File: config.mk
export PLATFORM = sky130hd
export DESIGN_NAME = isc_front
export DESIGN_NICKNAME = d
export VERILOG_FILES = /design/src/rtl/isc_pkg.sv /design/src/rtl/isc_front.sv
export SDC_FILE = /design/constraint.sdc
export NUM_CORES = 1
export LEC_CHECK = 0
export BUFFER_PORTS_ARGS = -buffer_cell sky130_fd_sc_hd__buf_2
export CAP_MARGIN = 25
export CORE_MARGIN = 2
export CORE_UTILIZATION = 50
export DETAILED_ROUTE_END_ITERATION = 12
export GPL_ROUTABILITY_DRIVEN = 0
export PLACE_DENSITY = 0.76
export SLEW_MARGIN = 20
export SYNTH_ARGS = -nofsm -noshare
export SYNTH_HDL_FRONTEND = slang
export SYNTH_SLANG_ARGS = --single-unit
export TNS_END_PERCENT = 1
File: constraint.sdc
create_clock -name clk_i -period 4.6 [get_ports clk_i]
set_input_delay 0.92 -clock clk_i [delete_from_list [all_inputs] [get_ports clk_i]]
set_output_delay 0.92 -clock clk_i [all_outputs]
set_load 0.03 [all_outputs]
File: src/rtl/isc_pkg.sv
// ----------------------------------------------------------------------------
// isc_pkg
// Types and constants shared by the inertial sample conditioner files.
// ----------------------------------------------------------------------------
package isc_pkg;

  localparam int unsigned NumAxes  = 6;
  localparam int unsigned RawW     = 16;
  localparam int unsigned AxisW    = 24;
  localparam int unsigned KeepW    = 16;
  localparam int unsigned GravW    = 15;
  localparam int unsigned DutyW    = 15;
  localparam int unsigned CfgIdxW  = 3;
  localparam int unsigned CfgDataW = 16;

  // 21.0 degrees in Q8.8, and 256 / 333.87 in Q0.16
  localparam logic signed [15:0] TempBaseQ8  = 16'sd5376;
  localparam logic signed [16:0] TempScaleQ16 = 17'sd50251;
  localparam logic [DutyW-1:0]   DutyOn      = 15'd20000;
  localparam logic [DutyW-1:0]   DutyOff     = 15'd0;

  localparam logic [GravW-1:0]      GravReset = 15'd4096;
  localparam logic [KeepW-1:0]      KeepReset = 16'd6554;
  localparam logic signed [15:0]    ThrReset  = 16'sd11520;

  typedef enum logic [CfgIdxW-1:0] {
    RegGyroOffX  = 3'd0,
    RegGyroOffY  = 3'd1,
    RegGyroOffZ  = 3'd2,
    RegGravLimit = 3'd3,
    RegKeep      = 3'd4,
    RegHeaterThr = 3'd5
  } reg_idx_e;

  typedef logic signed [AxisW-1:0] axis_t;

  typedef struct packed {
    logic signed [RawW-1:0] accel_x_raw;
    logic signed [RawW-1:0] accel_y_raw;
    logic signed [RawW-1:0] accel_z_raw;
    logic signed [RawW-1:0] temp_raw;
    logic signed [RawW-1:0] gyro_x_raw;
    logic signed [RawW-1:0] gyro_y_raw;
    logic signed [RawW-1:0] gyro_z_raw;
  } frame_t;

  typedef struct packed {
    axis_t                  accel_x_filt;
    axis_t                  accel_y_filt;
    axis_t                  accel_z_filt;
    axis_t                  gyro_x_filt;
    axis_t                  gyro_y_filt;
    axis_t                  gyro_z_filt;
    logic signed [15:0]     temperature;
    logic [DutyW-1:0]       heater_duty;
  } result_t;

  // settings used by the conditioning stage
  typedef struct packed {
    logic signed [RawW-1:0] gyro_off_x;
    logic signed [RawW-1:0] gyro_off_y;
    logic signed [RawW-1:0] gyro_off_z;
    logic [GravW-1:0]       grav_limit;
  } cond_cfg_t;

  // conditioned frame: axes in output order, accel x..z then gyro x..z
  typedef struct packed {
    axis_t [NumAxes-1:0]    ax;
    logic signed [15:0]     temp_q8;
  } cond_t;

endpackage

File: src/rtl/isc_front.sv
// ----------------------------------------------------------------------------
// isc_front
// Input stage: clamps accel, removes gyro offsets, converts temperature.
// ----------------------------------------------------------------------------
module isc_front import isc_pkg::*; (
  input  logic      clk_i,
  input  logic      rst_ni,
  input  logic      in_valid_i,
  output logic      in_ready_o,
  input  frame_t    frame_i,
  input  cond_cfg_t cfg_i,
  input  logic      adv_i,
  output logic      valid_o,
  output cond_t     cond_o
);

  logic              valid_q;
  cond_t             cond_q;
  cond_t             cond_d;
  logic              accept;

  function automatic axis_t clamp_accel(logic signed [RawW-1:0] a,
                                        logic [GravW-1:0] g);
    logic signed [RawW:0] a_w;
    logic signed [RawW:0] g_w;
    logic signed [RawW:0] r;
    a_w = {a[RawW-1], a};
    g_w = {2'b00, g};
    r   = a_w;
    if (a_w > g_w) r = g_w;
    if (a_w < -g_w) r = -g_w;
    return {r[RawW-1:0], 8'h00};
  endfunction

  function automatic axis_t sub_offset(logic signed [RawW-1:0] raw,
                                       logic signed [RawW-1:0] off);
    logic [RawW-1:0] d;
    d = raw - off;  // wraps to 16 bits
    return {d, 8'h00};
  endfunction

  logic signed [32:0] temp_prod;
  logic signed [33:0] temp_rnd;

  always_comb begin
    temp_prod = frame_i.temp_raw * TempScaleQ16;
    temp_rnd  = {temp_prod[32], temp_prod} + 34'sd32768;
    cond_d.ax[0]   = clamp_accel(frame_i.accel_x_raw, cfg_i.grav_limit);
    cond_d.ax[1]   = clamp_accel(frame_i.accel_y_raw, cfg_i.grav_limit);
    cond_d.ax[2]   = clamp_accel(frame_i.accel_z_raw, cfg_i.grav_limit);
    cond_d.ax[3]   = sub_offset(frame_i.gyro_x_raw, cfg_i.gyro_off_x);
    cond_d.ax[4]   = sub_offset(frame_i.gyro_y_raw, cfg_i.gyro_off_y);
    cond_d.ax[5]   = sub_offset(frame_i.gyro_z_raw, cfg_i.gyro_off_z);
    cond_d.temp_q8 = TempBaseQ8 + temp_rnd[31:16];
  end

  assign in_ready_o = !valid_q || adv_i;
  assign accept     = in_valid_i && in_ready_o;

  always_ff @(posedge clk_i or negedge rst_ni) begin
    if (!rst_ni) begin
      valid_q <= 1'b0;
    end else if (accept) begin
      valid_q <= 1'b1;
    end else if (adv_i) begin
      valid_q <= 1'b0;
    end
  end

  always_ff @(posedge clk_i) begin
    if (accept) begin
      cond_q <= cond_d;
    end
  end

  assign valid_o = valid_q;
  assign cond_o  = cond_q;

endmodule

**Word level (Yosys, flattened, before mapping)**

Cells that the tools add are included.

- Multiplexer cells: 8
- Reduce and logical (&&, ||, !) cells: 4
- Add/subtract/negate cells: 6
- $lt $le $gt $ge: 6
- Multiply operators: 1

Operator list:

| cell | count |
|---|---|
| $mux W16 | 6 |
| $lt A16 B17 Y1 | 3 |
| $gt A16 B16 Y1 | 3 |
| $sub A16 B16 Y16 | 3 |
| $add A32 B17 Y32 const B | 1 |
| $mul A16 B17 Y32 const B | 1 |
| $neg A15 Y17 | 1 |
| $add A13 B16 Y16 const A | 1 |
| $mux W1 | 2 |
| $reduce_bool A2 Y1 | 1 |
| $logic_and A1 B1 Y1 | 1 |
| $logic_not A1 Y1 | 1 |
| $logic_or A1 B1 Y1 | 1 |

- Input bits: 179
- Output and inout port bits: 162
- Flip-flop bits (word level): 113
- Word-level logic and storage cells: 33

**Longest topological paths before layout**

- Word-level depth: 4
- Mapped depth: 25
- Depth with buffers taken out: 25

**Worst setup path after synthesis**

No wires, ideal clock.

- Kind: in2reg
- Start point: input port frame_i[62] (netlist bit)
- End point: register cond_q (netlist bit cond_o[15]), data pin
- Arrival: 6.098 ns
- Setup time: 0.259 ns
- Data required time: 4.341 ns
- Stages on the path: 22
- Path buffers: 0
- Path slack: -1.758 ns
- Path through: ha_1 -> ha_1 -> inv_1 -> fa_1 -> inv_1 -> fa_1 -> fa_1 -> inv_1 -> fa_1 -> inv_1 -> ha_1 -> nand4_1 -> nor2_1 -> a2111oi_0 -> o22ai_1 -> a311oi_2 -> xnor2_1 -> nand3_2 -> a31oi_2 -> o21ai_0 -> o2bb2ai_1 -> xnor2_1

RTL lines:

| item | RTL line | source |
|---|---|---|
| start, declared | isc_front.sv:10 | `input frame_t frame_i,` |
| end signal, assigned | isc_front.sv:72 | `cond_q <= cond_d;` |
| end, declared | isc_front.sv:18 | `cond_t cond_q;` |

==> metrics <==
Max Clock Skew 7.71 ps; core area 26700 um2; DR top layer met4; post-synth cell types 70; Die X 168 um; worst hold path class in2async; initial antenna violation count 1; via count 12000; wire length on met1 15300 um; status finished with violations; R2R cell count 3; Syn Inst Count 1399; layout cells sized above 1 30.5%; failing checks setup timing; WS Path Type in2reg; CP dominant cell by count fa_1; Rel. slew slack 48.4%; Row Count 60; Async SR Flop Fraction 0.885%; worst r2r src valid_o; Worst Tran Pin Value 773 ps; syn_area_per_cell 9.61 um2; met2 WL 19400 um; DRC errors left 0; reg-to-reg critical path endpoint cond_o[6]; Max Cap Viol 0; Fill cells 2093; Slew Viols, Final 0; RSZ-0062 raised after global routing true; Fmax 0.172 GHz; ys flop type edfxtp_1; first-pass GRT wire length 61000 um; met3 routed WL 2550 um; htree depth 4; slack of the worst reg-to-reg path 2560 ps; register bit total from synthesis 113; total of warnings raised by yosys 0; synth-to-layout area growth 29.3%; cell area after synthesis 13400 um2; Power Total 7.84 mW; Reg area 3390 um2; gr usage total 27.3%; total wire length 39000 um; Worst EP arrival 5980 ps; sequential area share after synthesis 25.2%; peak supply drop 303 uV; # IOs 341; Tmin final 5810 ps; pre-CTS setup slack -1800 ps; Congestion Overflow GR 0; Reg clk slew, reported paths 60 ps; worst-case clock buffer depth 2; Initial Utilization 50.4%; final hold vios 0; Final period util 126%; Slowest-stage cell, CP or4_4; worst path required time 4770 ps; final setup margin -1210 ps; Port Buffer Count 292; DRC marker count from the first detailed-route iteration 877; DIE HEIGHT 168 um; final antenna-violating net count 0; count of final setup violators 16; largest net degree at the start of global routing 57; critical path cell sequence buf_2 > buf_4 > ha_1 > inv_1 > fa_1 > fa_1 > inv_1 > fa_1 > ha_1 > ha_4 > a21o_1 > or4_4 > nor3_4 > o31ai_4 > a311oi_2 > buf_4 > xnor2_4 > nand3_2 > a31oi_4 > o21ai_1 > o2bb2ai_1 > xnor2_1; Post-DP HPWL 32100 um; CTS Root Cell clkbuf_16; CTS tree yes; Worst-Skew Late Latency 420 ps; vias per inst 5.43; slowest cell delay on critical path 500 ps; Post-synth EDFFs 112; pwr dens 451 nW/um2; worst-path fanout max 3; vias in the first global route 12300; crit end category flop; Setup crit start kind input port; number of CTS-inserted buffers 17; cts hold-fix bufs 0; Multi-input gate area 9360 um2; drt pass-1 iters 7; wire length per cell 17.6 um; Die Footprint 28200 um2; Leak 8.81 nW; CTS sink cnt 113; fin nets 2386
-- layout by cell type (no fill, tap or decap), types with 11 or more instances in the layout --
master / instances
a21o_1: 24
edfxtp_1: 112
nand4_1: 13
nand2_1: 49
nor2b_1: 31
a211oi_1: 17
nor2_1: 69
nor3_1: 23
inv_1: 214
ha_1: 270
a21boi_0: 11
fa_1: 56
nand2b_1: 13
ha_4: 14
o21ai_0: 57
a21oi_1: 85
clkbuf_16: 17
conb_1: 48
buf_2: 291
o21a_1: 15
xnor2_1: 54
buf_4: 171
nand3_1: 34
-- critical path: cells and delay by family --
family	cells	cell delay, ps
adders and majority gates	6	2320
AOI/OAI and AO/OA	6	940
and+or+nand+nor	3	910
buffers and inverters	5	590
xor gates and xnor gates	2	270
-- state kept, by name, indices dropped and copies added, names as in the netlist --
signal / flops
cond_o: 112
valid_o: 1
-- power breakdown --
group,total [mW],switching [mW],internal (mW)
Sequential,1.50,0.0434,1.45
Clock,1.34,0.582,0.761
Combinational,5.00,2.69,2.32
Total,7.84,3.31,4.53
-- metrics by stage --
stage                     hold slack (ps)  setup TNS (ps)  cell area [um2]  std cells  util, %
after global placement                510          -22970            16500       2183     62.1
after floorplan                       624          -17720            13800       1446        -
final                                 265          -10570            17400       2219     65.2
after CTS                             256          -10580            17200       2218     64.7
after detailed placement              574          -28810            16500       2183     62.1
after global routing                  255          -13740            17400       2218     65.2
-- metal layers --
layer,vias to the layer above,global-route usage [%]
met5,-,0
met4,0,12.9
met3,116,3.81
met2,534,49.8
met1,5622,31.6
li1,5771,-
-- cells in the mapped netlist, types with 10 or more instances --
cell / n / area share [%]
ha_1: 285 / 27
inv_1: 220 / 6.1
edfxtp_1: 112 / 25
a21oi_1: 91 / 3.4
nor2_1: 71 / 2.0
o21ai_0: 64 / 2.4
fa_1: 58 / 8.6
xnor2_1: 57 / 3.7
nand2_1: 50 / 1.4
buf_4: 48 / 2.7
nand3_1: 35 / 1.3
nor2b_1: 31 / 1.4
a21o_1: 24 / 1.3
nor3_1: 24 / 0.89
a211oi_1: 18 / 1.0
clkbuf_1: 18 / 0.50
o21a_1: 15 / 0.84
nand2b_1: 13 / 0.61
nand4_1: 13 / 0.61
a21boi_0: 12 / 0.67
xor2_1: 10 / 0.65
-- cell type report --
class	count	share of cell area [%]
sequential	113	19.5
clock buffer	17	2.45
timing repair buffer	465	16.1
antenna	1	0.0144
tap	341	2.46
inverter	222	4.80
multi-input combinational	1045	53.9
clock inverter	15	0.864
-- cell families (layout without fill, tap and decap cells) --
family | Yosys count | after routing | share of synthesized area (%)
XOR/XNOR | 68 | 68 | 4.49
other | 1 | 49 | 0.0279
flip-flops | 113 | 113 | 25.2
adder cells (fa/ha/maj) | 343 | 343 | 35.2
buffers and inverters | 288 | 719 | 9.38
AO/OA/AOI/OAI | 289 | 289 | 13.9
multiplexers | 12 | 12 | 0.968
AND/OR/NAND/NOR | 285 | 285 | 10.9
-- what timing repair did --
item                                    4_1_cts  5_1_grt
buffers inserted                              3        0
resized for setup                            21       24
hold endpoints to repair                      0        0
pin swaps                                    16        3
endpoints found under the setup margin       17       51
-- worst max path at each step --
| stage | slack, ps | cells after the start | startpoint | endpoint |
|---|---|---|---|---|
| floorplan | -1310 | 22 | frame_i[63] | cond_o[15] |
| detailed placement | -1800 | 23 | frame_i[62] | cond_o[15] |
| global route | -1420 | 24 | frame_i[63] | cond_o[15] |
| global placement | -1600 | 24 | frame_i[62] | cond_o[15] |
| finish | -1210 | 22 | frame_i[50] | cond_o[15] |
| CTS | -1190 | 24 | frame_i[49] | cond_o[15] |
(Power assumes the default switching activity.)
