===== src/rtl/isc_pkg.sv =====
// ----------------------------------------------------------------------------
// isc_pkg
// Types and constants shared by the inertial sample conditioner files.
// ----------------------------------------------------------------------------
package isc_pkg;

  localparam int unsigned NumAxes  = 6;
  localparam int unsigned RawW     = 16;
  localparam int unsigned AxisW    = 24;
  localparam int unsigned KeepW    = 16;
  localparam int unsigned GravW    = 15;
  localparam int unsigned DutyW    = 15;
  localparam int unsigned CfgIdxW  = 3;
  localparam int unsigned CfgDataW = 16;

  // 21.0 degrees in Q8.8, and 256 / 333.87 in Q0.16
  localparam logic signed [15:0] TempBaseQ8  = 16'sd5376;
  localparam logic signed [16:0] TempScaleQ16 = 17'sd50251;
  localparam logic [DutyW-1:0]   DutyOn      = 15'd20000;
  localparam logic [DutyW-1:0]   DutyOff     = 15'd0;

  localparam logic [GravW-1:0]      GravReset = 15'd4096;
  localparam logic [KeepW-1:0]      KeepReset = 16'd6554;
  localparam logic signed [15:0]    ThrReset  = 16'sd11520;

  typedef enum logic [CfgIdxW-1:0] {
    RegGyroOffX  = 3'd0,
    RegGyroOffY  = 3'd1,
    RegGyroOffZ  = 3'd2,
    RegGravLimit = 3'd3,
    RegKeep      = 3'd4,
    RegHeaterThr = 3'd5
  } reg_idx_e;

  typedef logic signed [AxisW-1:0] axis_t;

  typedef struct packed {
    logic signed [RawW-1:0] accel_x_raw;
    logic signed [RawW-1:0] accel_y_raw;
    logic signed [RawW-1:0] accel_z_raw;
    logic signed [RawW-1:0] temp_raw;
    logic signed [RawW-1:0] gyro_x_raw;
    logic signed [RawW-1:0] gyro_y_raw;
    logic signed [RawW-1:0] gyro_z_raw;
  } frame_t;

  typedef struct packed {
    axis_t                  accel_x_filt;
    axis_t                  accel_y_filt;
    axis_t                  accel_z_filt;
    axis_t                  gyro_x_filt;
    axis_t                  gyro_y_filt;
    axis_t                  gyro_z_filt;
    logic signed [15:0]     temperature;
    logic [DutyW-1:0]       heater_duty;
  } result_t;

  // settings used by the conditioning stage
  typedef struct packed {
    logic signed [RawW-1:0] gyro_off_x;
    logic signed [RawW-1:0] gyro_off_y;
    logic signed [RawW-1:0] gyro_off_z;
    logic [GravW-1:0]       grav_limit;
  } cond_cfg_t;

  // conditioned frame: axes in output order, accel x..z then gyro x..z
  typedef struct packed {
    axis_t [NumAxes-1:0]    ax;
    logic signed [15:0]     temp_q8;
  } cond_t;

endpackage


===== src/rtl/isc_merge.sv =====
// ----------------------------------------------------------------------------
// isc_merge
// Gathers the lane outputs and temperature into a result and queues it in a
// two-entry skid buffer toward the output channel.
// ----------------------------------------------------------------------------
module isc_merge import isc_pkg::*; (
  input  logic                clk_i,
  input  logic                rst_ni,
  input  logic                wr_i,
  output logic                room_o,
  input  axis_t [NumAxes-1:0] y_i,
  input  logic signed [15:0]  temp_i,
  input  logic signed [15:0]  thr_i,
  output logic                valid_o,
  input  logic                ready_i,
  output result_t             data_o
);

  result_t    buf_q [2];
  result_t    res_d;
  logic       wr_ptr_q;
  logic       rd_ptr_q;
  logic [1:0] count_q;
  logic       pop;

  always_comb begin
    res_d.accel_x_filt = y_i[0];
    res_d.accel_y_filt = y_i[1];
    res_d.accel_z_filt = y_i[2];
    res_d.gyro_x_filt  = y_i[3];
    res_d.gyro_y_filt  = y_i[4];
    res_d.gyro_z_filt  = y_i[5];
    res_d.temperature  = temp_i;
    res_d.heater_duty  = (temp_i > thr_i) ? DutyOff : DutyOn;
  end

  assign pop     = valid_o && ready_i;
  assign room_o  = (count_q != 2'd2) || ready_i;
  assign valid_o = (count_q != 2'd0);
  assign data_o  = buf_q[rd_ptr_q];

  always_ff @(posedge clk_i or negedge rst_ni) begin
    if (!rst_ni) begin
      wr_ptr_q <= 1'b0;
      rd_ptr_q <= 1'b0;
      count_q  <= 2'd0;
    end else begin
      if (wr_i) wr_ptr_q <= ~wr_ptr_q;
      if (pop) rd_ptr_q <= ~rd_ptr_q;
      if (wr_i && !pop) begin
        count_q <= count_q + 2'd1;
      end else if (pop && !wr_i) begin
        count_q <= count_q - 2'd1;
      end
    end
  end

  always_ff @(posedge clk_i) begin
    if (wr_i) begin
      buf_q[wr_ptr_q] <= res_d;
    end
  end

endmodule


===== config.mk =====
export PLATFORM = sky130hd
export DESIGN_NAME = isc_merge
export DESIGN_NICKNAME = d
export VERILOG_FILES = /design/src/rtl/isc_pkg.sv /design/src/rtl/isc_merge.sv
export SDC_FILE = /design/constraint.sdc
export NUM_CORES = 1
export LEC_CHECK = 0
export ABC_AREA = 1
export BUFFER_PORTS_ARGS = -buffer_cell sky130_fd_sc_hd__buf_2
export CORE_ASPECT_RATIO = 1.4
export CORE_MARGIN = 3
export CORE_UTILIZATION = 40
export CTS_CLUSTER_DIAMETER = 100
export CTS_CLUSTER_SIZE = 10
export DETAILED_ROUTE_END_ITERATION = 7
export HOLD_SLACK_MARGIN = 0.12
export PLACE_DENSITY = 0.69
export SETUP_SLACK_MARGIN = 0.02
export SYNTH_ARGS = -nofsm -noshare
export SYNTH_HDL_FRONTEND = slang
export SYNTH_SLANG_ARGS = --single-unit

===== constraint.sdc =====
create_clock -name clk_i -period 10.9 [get_ports clk_i]
set_clock_uncertainty 0.05 [all_clocks]
set_input_delay 1.635 -clock clk_i [delete_from_list [all_inputs] [get_ports clk_i]]
set_output_delay 1.635 -clock clk_i [all_outputs]
set_load 0.05 [all_outputs]

== After elaboration in Yosys (flattened, before gate mapping) ==
Memory sizes are Yosys's and may differ from the RTL's.
Cells that the tools add are included.

* Register bits after elaboration: 4
* Bits in writable memories: 350
* Bits of input ports: 180
* Memories kept: 1

* $add $sub $neg: 2
* Magnitude comparators: 1
* Equal/unequal tests: 1
* Muxes and demuxes: 5
* Bitwise operators: 2
* Reduce and logical (&&, ||, !) cells: 8

{| class="wikitable"
|+ Memories
! name !! depth !! width !! rd ports !! clocked after memory_dff !! wr ports !! line !! text
|-
| buf_q || 2 || 175 || 1 || 0 || 1 || isc_merge.sv:19 || <nowiki>result_t buf_q [2];</nowiki>
|}

{| class="wikitable"
|+ Operators by type and width
! cell !! number
|-
| 16-bit > comparator || 1
|-
| 15-bit 2-to-1 mux || 1
|-
| 2-bit 2-to-1 mux || 2
|-
| 2-bit nonzero test || 2
|-
| 1-bit logical AND || 3
|-
| 2-bit by 1-bit adder with 2-bit output (second input constant) || 1
|-
| 1-bit zero test || 2
|-
| 1-bit 2-to-1 mux || 2
|-
| 2-bit != test (second input constant) || 1
|-
| 1-bit inverter || 2
|-
| 2-bit by 1-bit subtractor with 2-bit output (second input constant) || 1
|-
| 1-bit logical OR || 1
|}

== Longest topological paths before layout ==
* Word-level depth: 5
* Depth in mapped cells: 13

== Least setup slack after synthesis ==
Ideal clock, no wire load.

* Path kind: input -> register
* Start point: input wr_i
* End point: memory buf_q[0][100] in the netlist's numbering, enable pin
* Library setup time: 0.688 ns
* Arrival: 8.406 ns
* Required time: 10.162 ns
* Slack: 1.756 ns
* Stages on the path: 2
* Path buffers: 0
* Path through: inv_1 nor2_1

* Longest elaborated chain between the ends: 2

{| class="wikitable"
|+ Ends and longest elaborated chain
! what !! line !! text
|-
| start, declared || isc_merge.sv:9 || <nowiki>input logic wr_i,</nowiki>
|-
| 1-bit 2-to-1 mux || isc_merge.sv:59 || <nowiki>if (wr_i) begin</nowiki>
|-
| 1-bit 2-to-1 mux (not written as such) || isc_merge.sv:60 || <nowiki>buf_q[wr_ptr_q] <= res_d;</nowiki>
|-
| end, declared || isc_merge.sv:19 ||
|}

Every way passes these cells.

==> metrics.txt <==
# TYPE chip_impl_metric gauge
chip_impl_metric{name="final_period_minus_worst_setup_slack",unit="ns"} 5.00
chip_impl_metric{name="core",unit="sq um"} 30400
chip_impl_metric{name="clock_sinks",unit=""} 326
chip_impl_metric{name="portBuffers",unit=""} 346
chip_impl_metric{name="worst_ep_required_time",unit="ns"} 9.22
chip_impl_metric{name="cts_made_buffers",unit=""} 38
chip_impl_metric{name="synth.yosys.warnings",unit=""} 0
chip_impl_metric{name="max-slew-margin-rel",unit="%"} 28.6
chip_impl_metric{name="drt_wl_total",unit="um"} 28300
chip_impl_metric{name="synthesized_instance_count",unit=""} 952
chip_impl_metric{name="grtUsageTotal",unit="%"} 16.5
chip_impl_metric{name="synth_seq_cells",unit=""} 326
chip_impl_metric{name="vdd_drop_max",unit="V"} 0.000148
chip_impl_metric{name="dieArea",unit="sq um"} 33400
chip_impl_metric{name="antenna_found_initial",unit=""} 12
chip_impl_metric{name="final-hold-violation-count",unit=""} 0
chip_impl_metric{name="fin_nets",unit=""} 1501
chip_impl_metric{name="cts.repair_timing.setup_buffer_count",unit=""} 0
chip_impl_info{name="hold_path_class",value="reg2reg"} 1
chip_impl_metric{name="tns",unit="ns"} 0
chip_impl_metric{name="dpl_worst_slack",unit="ns"} 6.36
chip_impl_metric{name="drt_iter0_markers",unit=""} 378
chip_impl_metric{name="final_max_slew_viol_count",unit=""} 0
chip_impl_metric{name="gp_congestion",unit=""} 0.764
chip_impl_metric{name="final.period_utilization",unit="%"} 45.8
chip_impl_metric{name="drc",unit=""} 0
chip_impl_metric{name="clockPowerShare",unit="%"} 22.0
chip_impl_metric{name="critPathArrivalTime",unit="ns"} 3.31
chip_impl_metric{name="clk_latency",unit="ns"} 0.51
chip_impl_info{name="cts.root.buffer_cell",value="clkbuf_16"} 1
chip_impl_metric{name="boundaryPins",unit=""} 357
chip_impl_metric{name="dpl.hpwl",unit="um"} 18800
chip_impl_metric{name="worst-path-max-fanout",unit=""} 88
chip_impl_metric{name="die-width",unit="um"} 155
chip_impl_metric{name="drt-vias-per-instance",unit=""} 4.64
chip_impl_metric{name="power-per-cell-area",unit="nW/um^2"} 326
chip_impl_metric{name="power.internal",unit="mW"} 2.72
chip_impl_metric{name="finalSetupViolations",unit=""} 0
chip_impl_metric{name="areaGrowthSynthToFinish",unit="%"} 24.4
chip_impl_metric{name="avg_synthesized_cell_area",unit="sq um"} 13.1
chip_impl_metric{name="post_cts_resize_count",unit=""} 0
chip_impl_metric{name="clock_path_buffers",unit=""} 3
chip_impl_metric{name="layout-drive-gt1-share",unit="%"} 30.3
chip_impl_metric{name="setup_slack",unit="ns"} 5.90
chip_impl_metric{name="comb_power_share",unit="%"} 43.5
chip_impl_metric{name="detailedRoute.firstPassIterationCount",unit=""} 6
chip_impl_metric{name="wl_per_cell",unit="um"} 16.5
chip_impl_info{name="tritoncts",value="yes"} 1
chip_impl_metric{name="grt_first_pass_wirelength",unit="um"} 43100
chip_impl_metric{name="part_of_the_total_power_dissipated_in_sequential_elements",unit="%"} 34.6
chip_impl_metric{name="leakagePower",unit="nW"} 6.83
chip_impl_metric{name="power_switching",unit="mW"} 2.34
chip_impl_metric{name="cts_htree_levels",unit=""} 2
chip_impl_info{name="cp-end-kind",value="output pin"} 1
chip_impl_info{name="run_status",value="complete, no violations"} 1
chip_impl_metric{name="seq_area_frac_synth",unit="%"} 78.3
chip_impl_metric{name="fmax",unit="MHz"} 200
chip_impl_metric{name="route.vias.total",unit=""} 7949
chip_impl_metric{name="antenna_violating_nets_post_route",unit=""} 0
chip_impl_metric{name="global_route.overflow_total",unit=""} 0
chip_impl_metric{name="clkTransAtPathRegs",unit="ns"} 0.06
chip_impl_info{name="rsz0062_at_grt",value="false"} 1
chip_impl_metric{name="cts-hold-fix-buffers",unit=""} 0
chip_impl_metric{name="die_h",unit="um"} 215
chip_impl_info{name="critical_path_class",value="reg2out"} 1
chip_impl_metric{name="switching_share",unit="%"} 46.2
chip_impl_metric{name="syn_area",unit="sq um"} 12500
chip_impl_metric{name="max_slew.worst_pin.slew",unit="ns"} 1.07
chip_impl_metric{name="cap_violations",unit=""} 0
chip_impl_metric{name="grt_pass1_vias",unit=""} 8203
chip_impl_info{name="final_cell_mix",value="nand2_1 (506), buf_2 (346), edfxtp_1 (322), clkbuf_16 (38), inv_1 (25)"} 1
chip_impl_metric{name="initial_utilization",unit="%"} 41.1
chip_impl_metric{name="grt_start_max_net_pins",unit=""} 98
chip_impl_metric{name="row_count",unit=""} 75
chip_impl_info{name="mostFrequentLayoutCell",value="nand2_1"} 1
chip_impl_metric{name="synthDistinctLibCells",unit=""} 19
chip_impl_info{name="worstSetupStartpointType",value="register"} 1
[state kept, by name, summed over array words and instances, names as in the netlist]
signal and cells:
rd_ptr_q 1, buf_q 322, wr_ptr_q 1, count_q 2
[kinds of logic (layout without fill, tap and decap cells)]
group                    Yosys count  count (layout)  synth area share (%)
AO/OA/AOI/OAI                     10              10                 0.421
XOR/XNOR                           4               4                 0.281
flip-flops                       326             326                  78.3
buffers and inverters             76             434                  3.61
adder cells (fa/ha/maj)           17              17                  1.70
other                              1              18                0.0300
AND/OR/NAND/NOR                  518             518                  15.7
[final cells by class]
| class | count | area (sq um) |
|---|---|---|
| clock buffers | 51 | 1000 |
| multi-input cells | 559 | 2300 |
| fillers | 2618 | 14900 |
| well taps | 385 | 482 |
| flip-flops and latches | 326 | 9770 |
| diodes | 8 | 20.0 |
| clock inverters | 4 | 63.8 |
| repair buffers | 352 | 1780 |
| inverters | 27 | 109 |
[final timing paths]
path	from	end	slack (ns)	depth (start not counted)
max	rd_ptr_q	data_o[137]	5.90	5
min	count_q[0]	count_q[0]	0.45	1
max reg2reg	wr_ptr_q	buf_q[1][68]	8.33	3
min reg2reg	count_q[0]	count_q[0]	0.45	1
max in group asynchronous	rst_ni	rd_ptr_q	9.77	1
min in group asynchronous	rst_ni	count_q[0]	0.87	1
[synth_stat cells (all sizes together)]
cell type	count	area, sq um
nand2	506	1900
edfxtp	322	9670
buf	49	347
inv	27	104
ha	17	213
a21oi	7	35.0
nor2	6	22.5
dfrtp	4	100
nand3	4	20.0
xor2	3	26.3
o21ai	2	10.0
a21o	1	7.51
conb	1	3.75
nand4	1	6.26
nor3	1	10.0
xnor2	1	8.76
[worst max-delay path: stages (launching register included)]
cell,delay (ns)
dfrtp_4,0.68
inv_4,0.67
buf_4,0.83
nand2_1,0.10
nand2_1,0.14
buf_2,0.27
[power by group through the flow]
stage | clock network [mW] | registers, mW | logic (mW)
2_1_floorplan | 0 | 1.78 | 1.75
3_3_place_gp | 0 | 1.77 | 2.21
3_5_place_dp | 0 | 1.78 | 2.23
4_1_cts | 1.14 | 1.75 | 2.23
5_1_grt | 1.20 | 1.77 | 2.33
6_report | 1.11 | 1.75 | 2.20
[routing by layer]
metal	wire, um	share of wire (%)	track usage, %
met1	9940	35	17.3
met2	15000	53	30.1
met3	2130	7.5	4.49
met4	1160	4.1	7.94
met5	41	0.14	0
[through the flow]
step                      hold WS [ns]  std cells  area, sq um  utilization (%)  power [mW]
after CTS                        0.453       1704        15500             51.0        5.13
after global placement           0.431       1649        14400             47.5        3.98
after floorplan                  0.413        961        12500                -        3.53
after global routing             0.472       1711        15500             51.1        5.30
final                            0.445       1712        15500             51.1        5.06
after detailed placement         0.438       1649        14400             47.5        4.00
No activity file was read; power rests on OpenSTA's default activity.
