`src/rtl/isc_pkg.sv`:
```
// ----------------------------------------------------------------------------
// isc_pkg
// Types and constants shared by the inertial sample conditioner files.
// ----------------------------------------------------------------------------
package isc_pkg;

  localparam int unsigned NumAxes  = 6;
  localparam int unsigned RawW     = 16;
  localparam int unsigned AxisW    = 24;
  localparam int unsigned KeepW    = 16;
  localparam int unsigned GravW    = 15;
  localparam int unsigned DutyW    = 15;
  localparam int unsigned CfgIdxW  = 3;
  localparam int unsigned CfgDataW = 16;

  // 21.0 degrees in Q8.8, and 256 / 333.87 in Q0.16
  localparam logic signed [15:0] TempBaseQ8  = 16'sd5376;
  localparam logic signed [16:0] TempScaleQ16 = 17'sd50251;
  localparam logic [DutyW-1:0]   DutyOn      = 15'd20000;
  localparam logic [DutyW-1:0]   DutyOff     = 15'd0;

  localparam logic [GravW-1:0]      GravReset = 15'd4096;
  localparam logic [KeepW-1:0]      KeepReset = 16'd6554;
  localparam logic signed [15:0]    ThrReset  = 16'sd11520;

  typedef enum logic [CfgIdxW-1:0] {
    RegGyroOffX  = 3'd0,
    RegGyroOffY  = 3'd1,
    RegGyroOffZ  = 3'd2,
    RegGravLimit = 3'd3,
    RegKeep      = 3'd4,
    RegHeaterThr = 3'd5
  } reg_idx_e;

  typedef logic signed [AxisW-1:0] axis_t;

  typedef struct packed {
    logic signed [RawW-1:0] accel_x_raw;
    logic signed [RawW-1:0] accel_y_raw;
    logic signed [RawW-1:0] accel_z_raw;
    logic signed [RawW-1:0] temp_raw;
    logic signed [RawW-1:0] gyro_x_raw;
    logic signed [RawW-1:0] gyro_y_raw;
    logic signed [RawW-1:0] gyro_z_raw;
  } frame_t;

  typedef struct packed {
    axis_t                  accel_x_filt;
    axis_t                  accel_y_filt;
    axis_t                  accel_z_filt;
    axis_t                  gyro_x_filt;
    axis_t                  gyro_y_filt;
    axis_t                  gyro_z_filt;
    logic signed [15:0]     temperature;
    logic [DutyW-1:0]       heater_duty;
  } result_t;

  // settings used by the conditioning stage
  typedef struct packed {
    logic signed [RawW-1:0] gyro_off_x;
    logic signed [RawW-1:0] gyro_off_y;
    logic signed [RawW-1:0] gyro_off_z;
    logic [GravW-1:0]       grav_limit;
  } cond_cfg_t;

  // conditioned frame: axes in output order, accel x..z then gyro x..z
  typedef struct packed {
    axis_t [NumAxes-1:0]    ax;
    logic signed [15:0]     temp_q8;
  } cond_t;

endpackage

```
`src/rtl/isc_lane.sv`:
```
// ----------------------------------------------------------------------------
// isc_lane
// One axis of the first-order low-pass filter with its own history register.
// ----------------------------------------------------------------------------
module isc_lane import isc_pkg::*; (
  input  logic             clk_i,
  input  logic             rst_ni,
  input  logic             fire_i,
  input  logic             first_i,
  input  logic [KeepW-1:0] keep_i,
  input  axis_t            x_i,
  output axis_t            y_o
);

  axis_t              prev_q;
  axis_t              y_d;
  logic signed [AxisW:0]       diff;
  logic signed [AxisW+KeepW+1:0] prod;
  logic signed [AxisW+KeepW+1:0] rnd;

  // y = x + round(K * (prev - x) / 2^16), same as the weighted sum form
  always_comb begin
    diff = {prev_q[AxisW-1], prev_q} - {x_i[AxisW-1], x_i};
    prod = $signed({1'b0, keep_i}) * diff;
    rnd  = prod + (AxisW+KeepW+2)'(32768);
    if (first_i) begin
      y_d = x_i;
    end else begin
      y_d = x_i + rnd[KeepW+AxisW-1:KeepW];
    end
  end

  always_ff @(posedge clk_i or negedge rst_ni) begin
    if (!rst_ni) begin
      prev_q <= '0;
    end else if (fire_i) begin
      prev_q <= y_d;
    end
  end

  assign y_o = y_d;

endmodule

```
`config.mk`:
```
export PLATFORM = sky130hd
export DESIGN_NAME = isc_lane
export DESIGN_NICKNAME = d
export VERILOG_FILES = /design/src/rtl/isc_pkg.sv /design/src/rtl/isc_lane.sv
export SDC_FILE = /design/constraint.sdc
export NUM_CORES = 1
export LEC_CHECK = 0
export ABC_AREA = 1
export BUFFER_PORTS_ARGS = -buffer_cell sky130_fd_sc_hd__buf_2
export CELL_PAD_IN_SITES_DETAIL_PLACEMENT = 2
export CELL_PAD_IN_SITES_GLOBAL_PLACEMENT = 2
export CORE_MARGIN = 5
export CORE_UTILIZATION = 40
export CTS_BUF_LIST = sky130_fd_sc_hd__clkbuf_2 sky130_fd_sc_hd__clkbuf_4 sky130_fd_sc_hd__clkbuf_8
export DETAILED_ROUTE_END_ITERATION = 6
export GPL_TIMING_DRIVEN = 0
export MAX_ROUTING_LAYER = met4
export PLACE_DENSITY_LB_ADDON = 0.1
export REMOVE_ABC_BUFFERS = 1
export SLEW_MARGIN = 20
export SYNTH_ARGS = -nofsm -noshare
export SYNTH_HDL_FRONTEND = slang
export SYNTH_SLANG_ARGS = --single-unit
```
`constraint.sdc`:
```
create_clock -name clk_i -period 24.5 [get_ports clk_i]
set_clock_uncertainty 0.2 [all_clocks]
set_input_delay 4.9 -clock clk_i [delete_from_list [all_inputs] [get_ports clk_i]]
set_output_delay 4.9 -clock clk_i [all_outputs]
set_load 0.02 [all_outputs]
```
-- Word level (Yosys, flattened, before mapping)
Cells that the tools add are included.
- input bits: 44
- register bits after elaboration: 24
- logic and storage cells: 6
- output and inout port bits: 24
- mux-type cells: 1
- multiply operators: 1
- add/sub/neg operators: 3
- operator list (kind ; number):
    adder 40 x 17 -> 40 bit, second input constant ; 1
    multiplier 17 x 25 -> 40 bit ; 1
    subtractor 24 x 24 -> 25 bit ; 1
    adder 24 bit ; 1
    two-way mux 24 bit ; 1

-- Logic depth before layout (Yosys ltp)
Gate-level depths: netlist of the first run.
- depth in word-level cells: 5
- depth in mapped cells: 58
- gate-level depth less buffers: 57

-- Worst setup path after synthesis of the first run
Ideal clock, no wire load.
- kind: input port to output port
- from: in x_i[0]
- to: out y_o[11]
- data required time: 19.400 ns
- stages on the path: 40
- arrival: 12.870 ns
- path slack: 6.530 ns
- path buffers: 0
- path through: ha_1 -> fa_1 -> inv_1 -> nand3_1 -> nand2_1 -> nand2_2 -> nand2_2 -> a21oi_1 -> xnor2_1 -> clkinv_1 -> nor2_1 -> fa_1 -> inv_1 -> fa_1 -> fa_1 -> inv_1 -> fa_1 -> fa_1 -> [... 4 more ...] -> a21o_1 -> a31oi_1 -> nand2_1 -> o21bai_2 -> nand2_1 -> nand2_1 -> a21oi_2 -> o21ai_0 -> xor2_1 -> ha_1 -> nand2_1 -> inv_1 -> a21oi_1 -> nand2_1 -> a21boi_2 -> o21ai_0 -> xnor2_1 -> o21ai_0
- word-level cells in the longest chain between the ends: 5
- RTL lines (item ; RTL line ; text):
    start: declaration ; isc_lane.sv:11 ; input axis_t x_i,
    subtractor 24 x 24 -> 25 bit ; isc_lane.sv:23 ; diff = {prev_q[AxisW-1], prev_q} - {x_i[AxisW-1], x_i};
    multiplier 17 x 25 -> 40 bit ; isc_lane.sv:24 ; prod = $signed({1'b0, keep_i}) * diff;
    adder 40 x 17 -> 40 bit ; isc_lane.sv:25 ; rnd = prod + (AxisW+KeepW+2)'(32768);
    adder 24 bit * ; isc_lane.sv:29 ; y_d = x_i + rnd[KeepW+AxisW-1:KeepW];
    two-way mux 24 bit * ; isc_lane.sv:26 ; if (first_i) begin
    end: declaration ; isc_lane.sv:12 ; output axis_t y_o
Every way passes the cells marked *; elsewhere a longest branch is shown, timed or not.

-- Final worst setup path of the first run
- from: in x_i[0]
- to: out y_o[20]
The elaborated chain is that of the path after synthesis.

==> run metrics, run 1 <==
outcome=finished, final reports clean; CTS clk-pin slew, worst paths=~0.11 ns; Hold Crit Class=register to register; first-pass GRT wire length=102.2 mm; mux cell area share after synthesis=0; fmax=between 40 and 50 MHz; Ant. Diodes=0; Crit path required time=19.40 ns; Synthesis Warnings=0; GRT Resource Usage Total=0.2711; Post-synth EDFFs=0; post-synthesis cell count=2341; largest net degree at the start of global routing=34; Final Cycle Share=0.8501; CTS Root Cell=clkbuf_8; # Max-Cap Violations=0; DRT Pass-1 Iters=4; Max Transition Viols Final=0; cell area after synthesis=roughly 0.018 mm^2; maximum buffer depth of the clock tree=2; Area Growth Syn to Fin=5.271%; Chip Width=roughly 220 um; final wirelength=about 64 mm; ys async rst share=1.000; sequential-to-total area share from yosys stat=0.03338; clk_lat worst skew=slightly above 0.3 ns; Compound-Gate Fraction of Synth Area=0.06419; CP peak stage delay=roughly 0.83 ns; Overflow after GRT=0; core area=0.04432 mm^2; Synth Area per Inst=7.685 um^2; gpl congestion=0.8877; Synth Area in Simple Gates=0.1958; Critical Path Most Common Cell=nand2_1; Filler cells=5273; Hold Vio Cnt, Final=0; I/O pin count=~70; DRC viols=0; Critical Path Source Type=input port; CTS tree=built; Starting Density=0.4060; synthesized-area fraction occupied by adder cells=0.5390; port buffer count=67; initial drt markers=603; Die Y=222.1 um; most common flop cell mapped by yosys=dfrtp_1; via/cell ratio=5.163; WL per Instance=21.51 um; H-tree levels=1; post-DP HPWL=55.75 mm; layout cell share with drive strength beyond 1=0.06946; total CTS buffers=3; antenna violations before repair=0; Top delay family on crit path=adder cells; CTS Hold Bufs=0; vias in the first global route=18.28k; full die area=0.04932 mm^2; via count=15.25k; critical path class=input port to output pin; Data arrival, critical path=approximately 16 ns; crit end category=output pin; crit path max fanout=10; site row count=77; max reg flops=24; Worst slew margin=0.2301; final sum of negative setup slack=0 ns; largest family of logic cells by synthesized area=adder cells; DRT antenna net count=0; Critical-path top delay cell=clkinv_1; Synth cell types=between 50 and 60; RSZ-0062 raised after global routing=no; critical path buffer and inverter count=8; post-synthesis xor/xnor area fraction=0.02232; Final setup viols=0; final layout net count=about 3.0k; postcts setup bufs=0; clock sinks=24; CTS resizes=0; worst slew pin tran=1.148 ns; top flop regs=prev_q x24; minimum clock period after layout=20.83 ns; #FFs+latches synth=24; Biggest register=prev_q
per-stage QoR:
step                setup WS, ns  instances  hold WS [ns]  area, um^2    util
floorplan                  6.530       2287        0.2528       17750       -
global placement           4.059       2946        0.2687       18830  0.4248
detailed placement         3.773       2949        0.2771       18880  0.4261
CTS                        3.730       2953        0.3031       18940  0.4274
global route               3.143       2953        0.3300       18940  0.4274
finish                     3.673       2953        0.2995       18940  0.4274
synthesized netlist by cell type (10+ instances only):
cell / instances / area share
a21oi_1: 81 / 0.023
xor2_1: 23 / 0.011
a21o_1: 12 / 0.0050
dfrtp_1: 24 / 0.033
or2_2: 28 / 0.0097
ha_1: 167 / 0.12
nor2_1: 280 / 0.058
fa_1: 380 / 0.42
a31oi_1: 10 / 0.0035
nand2_2: 10 / 0.0035
inv_1: 616 / 0.13
nor3_1: 10 / 0.0028
nand2_1: 390 / 0.081
nand3_1: 70 / 0.019
nor2_2: 17 / 0.0059
clkbuf_1: 40 / 0.0083
xnor2_1: 21 / 0.010
clkinv_1: 10 / 0.0021
nand4_1: 12 / 0.0042
o21ai_0: 60 / 0.017
cell usage in the layout, fill, tap and decap left out, types with 23 or more instances in the layout:
master / n
or2_2: 28
o21ai_0: 60
fa_1: 380
ha_1: 167
a21oi_1: 81
nand2_1: 390
nand3_1: 70
dfrtp_1: 24
inv_1: 614
buf_2: 67
xor2_1: 23
nor2_1: 280
kinds of logic (layout without fill, tap and decap cells):
group,count (synthesis),in the layout
AOI/OAI and AO/OA,201,201
buffers and inverters,687,707
xor gates and xnor gates,45,45
and+or+nand+nor,837,837
adders and majority gates,547,547
DFF,24,24
layer usage:
layer | routed length, um | track usage | up-vias
met5 | 0 | - | -
met4 | 2133 | 0.07278 | 0
met3 | 1645 | 0.02648 | 93
met2 | 33120 | 0.4865 | 223
met1 | 26630 | 0.3271 | 8010
li1 | - | - | 6919
tightest hold or removal path: stages, from the launching register on:
cell	delay, ns
dfrtp_1	0.36
nand2_1	0.05
nand2_1	0.06
layout make-up:
cell class	count	area [um^2]	share of cell area
multi-input cells	1630	14800	0.7813
clock buffers	4	55.05	0.002907
inverters	633	2376	0.1255
well taps	592	740.7	0.03911
repair buffers	70	369.1	0.01949
flip-flops and latches	24	600.6	0.03171
final timing paths:
check | start | endpoint | slack (ns) | cells after the start
min in group asynchronous | rst_ni | prev_q[21] | 4.39 | 1
max reg2reg | prev_q[0] | prev_q[20] | 13.19 | 46
max in group asynchronous | rst_ni | prev_q[4] | 19.27 | 1
min reg2reg | prev_q[4] | prev_q[4] | 0.30 | 2
min | prev_q[4] | prev_q[4] | 0.30 | 2
max | x_i[0] | y_o[20] | 3.67 | 45
Power of run 1 is not shown: default switching activity piles up to over one toggle a cycle in this logic, so the estimate is an artifact.
==> run 2, diff against run 1 <==
- RECOVER_POWER: default -> 25
==> run metrics, run 2 (same netlist as run 1, synthesis figures left out) <==
Critical-path top delay cell=clkinv_1; final wirelength=63.53 mm; Hold Crit Class=register to register; first-pass GRT wire length=102.2 mm; crit end category=output pin; CTS Root Cell=clkbuf_8; minimum clock period after layout=approximately 21 ns; total CTS buffers=3; Area Growth Syn to Fin=5.265%; CTS resizes=0; max reg flops=24; Critical Path Source Type=input port; core area=0.04432 mm^2; reg2reg start=prev_q[0]; DRC viols=0; most frequent cells in the layout=inv_1, nand2_1, fa_1; Crit path required time=a little under 20 ns; Data arrival, critical path=between 15 and 20 ns; port buffer count=67; full die area=0.04932 mm^2; CTS tree=built; fmax=48.02 MHz; WL per Instance=21.51 um; DRT antenna net count=0; GRT Resource Usage Total=0.2711; Max Transition Viols Final=25; largest net degree at the start of global routing=34; I/O pin count=68; clk_lat worst skew=0.31 ns; post-layout util=0.4273; Critical Path Most Common Cell=nand2_1; Starting Density=0.4060; Final Cycle Share=0.8501; top flop regs=prev_q x24; Overflow after GRT=0; site row count=just under 80; postcts setup bufs=0; layout cell share with drive strength beyond 1=0.06904; Biggest register=prev_q; crit path max fanout=10; H-tree levels=1; critical path depth=45; CP peak stage delay=0.83 ns; Chip Width=222.1 um; Setup crit end=y_o[20]; CTS Hold Bufs=0; Crit. Startpoint=x_i[0]; Die Y=roughly 220 um; Worst slew margin=-0.02525; Hold Vio Cnt, Final=0; CTS clk-pin slew, worst paths=0.11 ns; worst min-delay path startpoint=prev_q[4]; # Max-Cap Violations=1; antenna violations before repair=0; Reg-to-Reg End=prev_q[20]; post-DP HPWL=55.75 mm; RSZ-0062 raised after global routing=no; worst slew pin tran=1.538 ns; gpl congestion=between 0.8 and 0.9; Ant. Diodes=0; DRT Pass-1 Iters=4; R2R setup slack=13.19 ns; vias in the first global route=18.28k; maximum buffer depth of the clock tree=2; final sum of negative setup slack=0 ns; critical path buffer and inverter count=8; cells on worst reg2reg path=46; outcome=complete, but fails checks; via count=between 15k and 20k; clock sinks=24; final layout net count=2953; commonest non-fill, non-tap cell in the layout=inv_1; Top delay family on crit path=adder cells; Final setup viols=0; critical path class=input port to output pin; initial drt markers=~600; failing checks=capacitance limit, slew limit; via/cell ratio=5.163
-- run 2: cell count changes in the layout (fill, tap and decap cells not counted), sizes merged --
cell	change
buf	-1
clkbuf	+1
-- run 2: metal layers --
metal	vias to the layer above	share of wire	track usage
li1	6919	-	-
met1	8010	0.42	0.3271
met2	223	0.52	0.4865
met3	93	0.026	0.02648
met4	0	0.034	0.07278
met5	-	0	-
-- run 2: worst min path at each step --
stage / endpoint / slack (ns) / depth (start not counted)
6_report: prev_q[4] / 0.30 / 2
5_1_grt: prev_q[6] / 0.33 / 2
4_1_cts: prev_q[7] / 0.30 / 2
3_5_place_dp: prev_q[7] / 0.28 / 2
3_3_place_gp: prev_q[2] / 0.27 / 2
2_1_floorplan: prev_q[10] / 0.25 / 2
-- run 2: worst register-to-register path, delay by kind of cell, from the launching register on --
family / cells / cell delay (ns)
AO/OA/AOI/OAI: 8 / 1.63
XOR/XNOR: 2 / 0.93
buffers and inverters: 7 / 1.25
adder cells (fa/ha/maj): 10 / 4.32
flip-flops: 1 / 0.34
AND/OR/NAND/NOR: 19 / 2.55
-- run 2: metrics by stage --
stage	worst slack (ns)	cells	hold WS (ns)	instance area, um^2
after CTS	3.730	2953	0.3031	18940
after global routing	3.143	2953	0.3300	18940
final	3.673	2953	0.2995	18940
after floorplan	6.530	2287	0.2528	17750
after global placement	4.059	2946	0.2687	18830
after detailed placement	3.773	2949	0.2771	18880
-- run 2: layout make-up --
| cell class | count | area [um^2] |
|---|---|---|
| fill | 5273 | 25380 |
| clock buffer | 4 | 55.05 |
| timing repair buffer | 70 | 367.9 |
| multi-input combinational | 1630 | 14800 |
| tap | 592 | 740.7 |
| inverter | 633 | 2376 |
| sequential | 24 | 600.6 |
Power of run 2 is left out for the same reason.
==> run 3, diff against run 2 <==
- CORE_UTILIZATION: 40 -> 43
==> run metrics, run 3 (same netlist as run 1, synthesis figures left out) <==
clock sinks=24; site row count=75; via count=15.43k; outcome=complete, but fails checks; CTS resizes=0; DRC viols=0; Starting Density=0.4318; critical path class=input port to output pin; GRT Resource Usage Total=0.3005; most frequent cells in the layout=inv_1, nand2_1, fa_1; fmax=~48 MHz; Overflow after GRT=0; Filler cells=slightly below 5k; crit path max fanout=10; via/cell ratio=5.322; Ant. Diodes=0; Cells after DPL=2896; initial drt markers=between 500 and 600; final layout net count=between 2k and 3k; full die area=0.04603 mm^2; final cell count without fillers=a little under 3k; worst hold slack=between 0.2 and 0.3 ns; CTS tree=built; port buffer count=67; Worst slew margin=-0.01913; Critical Path Most Common Cell=fa_1; Crit path required time=19.40 ns; Setup crit end=y_o[20]; failing checks=capacitance limit, slew limit; Reg-to-Reg End=prev_q[20]; gpl congestion=0.9109; Hold Crit Class=register to register; post-DP HPWL=58.22 mm; CTS Hold Bufs=0; top flop regs=prev_q x24; CTS clk-pin slew, worst paths=0.10 ns; crit end category=output pin; CTS Root Cell=clkbuf_8; CP peak stage delay=0.85 ns; Critical-path top delay cell=clkinv_1; cells on worst reg2reg path=42; Hold Vio Cnt, Final=0; max reg flops=24; post-layout util=0.4529; final wirelength=65.93 mm; H-tree levels=1; total CTS buffers=3; worst slew pin tran=1.529 ns; core area=0.04167 mm^2; postcts setup bufs=0; vias in the first global route=18.85k; antenna violations before repair=1; Die Y=~210 um; Final Cycle Share=0.8447; Final setup viols=0; worst min-delay path startpoint=prev_q[10]; largest net degree at the start of global routing=34; commonest non-fill, non-tap cell in the layout=inv_1; first-pass GRT wire length=104.9 mm; Area Growth Syn to Fin=4.896%; reg2reg start=prev_q[0]; # Max-Cap Violations=1; layout cell share with drive strength beyond 1=0.06861; RSZ-0062 raised after global routing=no; Crit. Startpoint=x_i[0]; WL per Instance=about 23 um; DRT antenna net count=0; Biggest register=prev_q; I/O pin count=68; Chip Width=~210 um; final sum of negative setup slack=0 ns; Critical Path Source Type=input port; clk_lat worst skew=~0.3 ns; Max Transition Viols Final=25; minimum clock period after layout=20.69 ns; DRT Pass-1 Iters=4; maximum buffer depth of the clock tree=2; R2R setup slack=13.33 ns; Data arrival, critical path=15.59 ns
[run 3: cell counts in the layout (fill, tap and decap cells not counted)]
No cell type changed its count.
[run 3: per-layer routing]
metal,share of wire,track usage,vias to the layer above
met5,0,-,-
li1,-,-,6919
met1,0.39,0.3379,8071
met2,0.53,0.5547,286
met3,0.025,0.02499,158
met4,0.051,0.1172,0
[run 3: final cells by class]
cell class / count / area [um^2] / share of cell area
Clock buffer: 4 / 55.05 / 0.002917
Inverter: 633 / 2376 / 0.1259
Multi-Input combinational cell: 1630 / 14800 / 0.7841
Sequential cell: 24 / 600.6 / 0.03182
Tap cell: 539 / 674.4 / 0.03574
Timing Repair Buffer: 70 / 367.9 / 0.01949
[run 3: worst min-delay path by stage]
| stage | end | slack [ns] | cells past startpoint |
|---|---|---|---|
| after floorplan | prev_q[10] | 0.25 | 2 |
| after global placement | prev_q[3] | 0.27 | 2 |
| after detailed placement | prev_q[10] | 0.28 | 2 |
| after CTS | prev_q[10] | 0.30 | 2 |
| after global routing | prev_q[10] | 0.32 | 2 |
| final | prev_q[10] | 0.30 | 2 |
[run 3: metrics by stage]
stage	cell area (um^2)	setup slack, ns
global route	18870	3.154
finish	18870	3.806
floorplan	17750	6.530
CTS	18870	3.879
global placement	18760	4.103
detailed placement	18820	3.911
[run 3: critical path, delay by kind of cell]
family,cells,cell delay [ns]
buffers and inverters,8,1.57
adder cells (fa/ha/maj),10,4.31
AO/OA/AOI/OAI,5,1.12
XOR/XNOR,2,1.06
AND/OR/NAND/NOR,15,2.63
Power of run 3 is left out for the same reason.
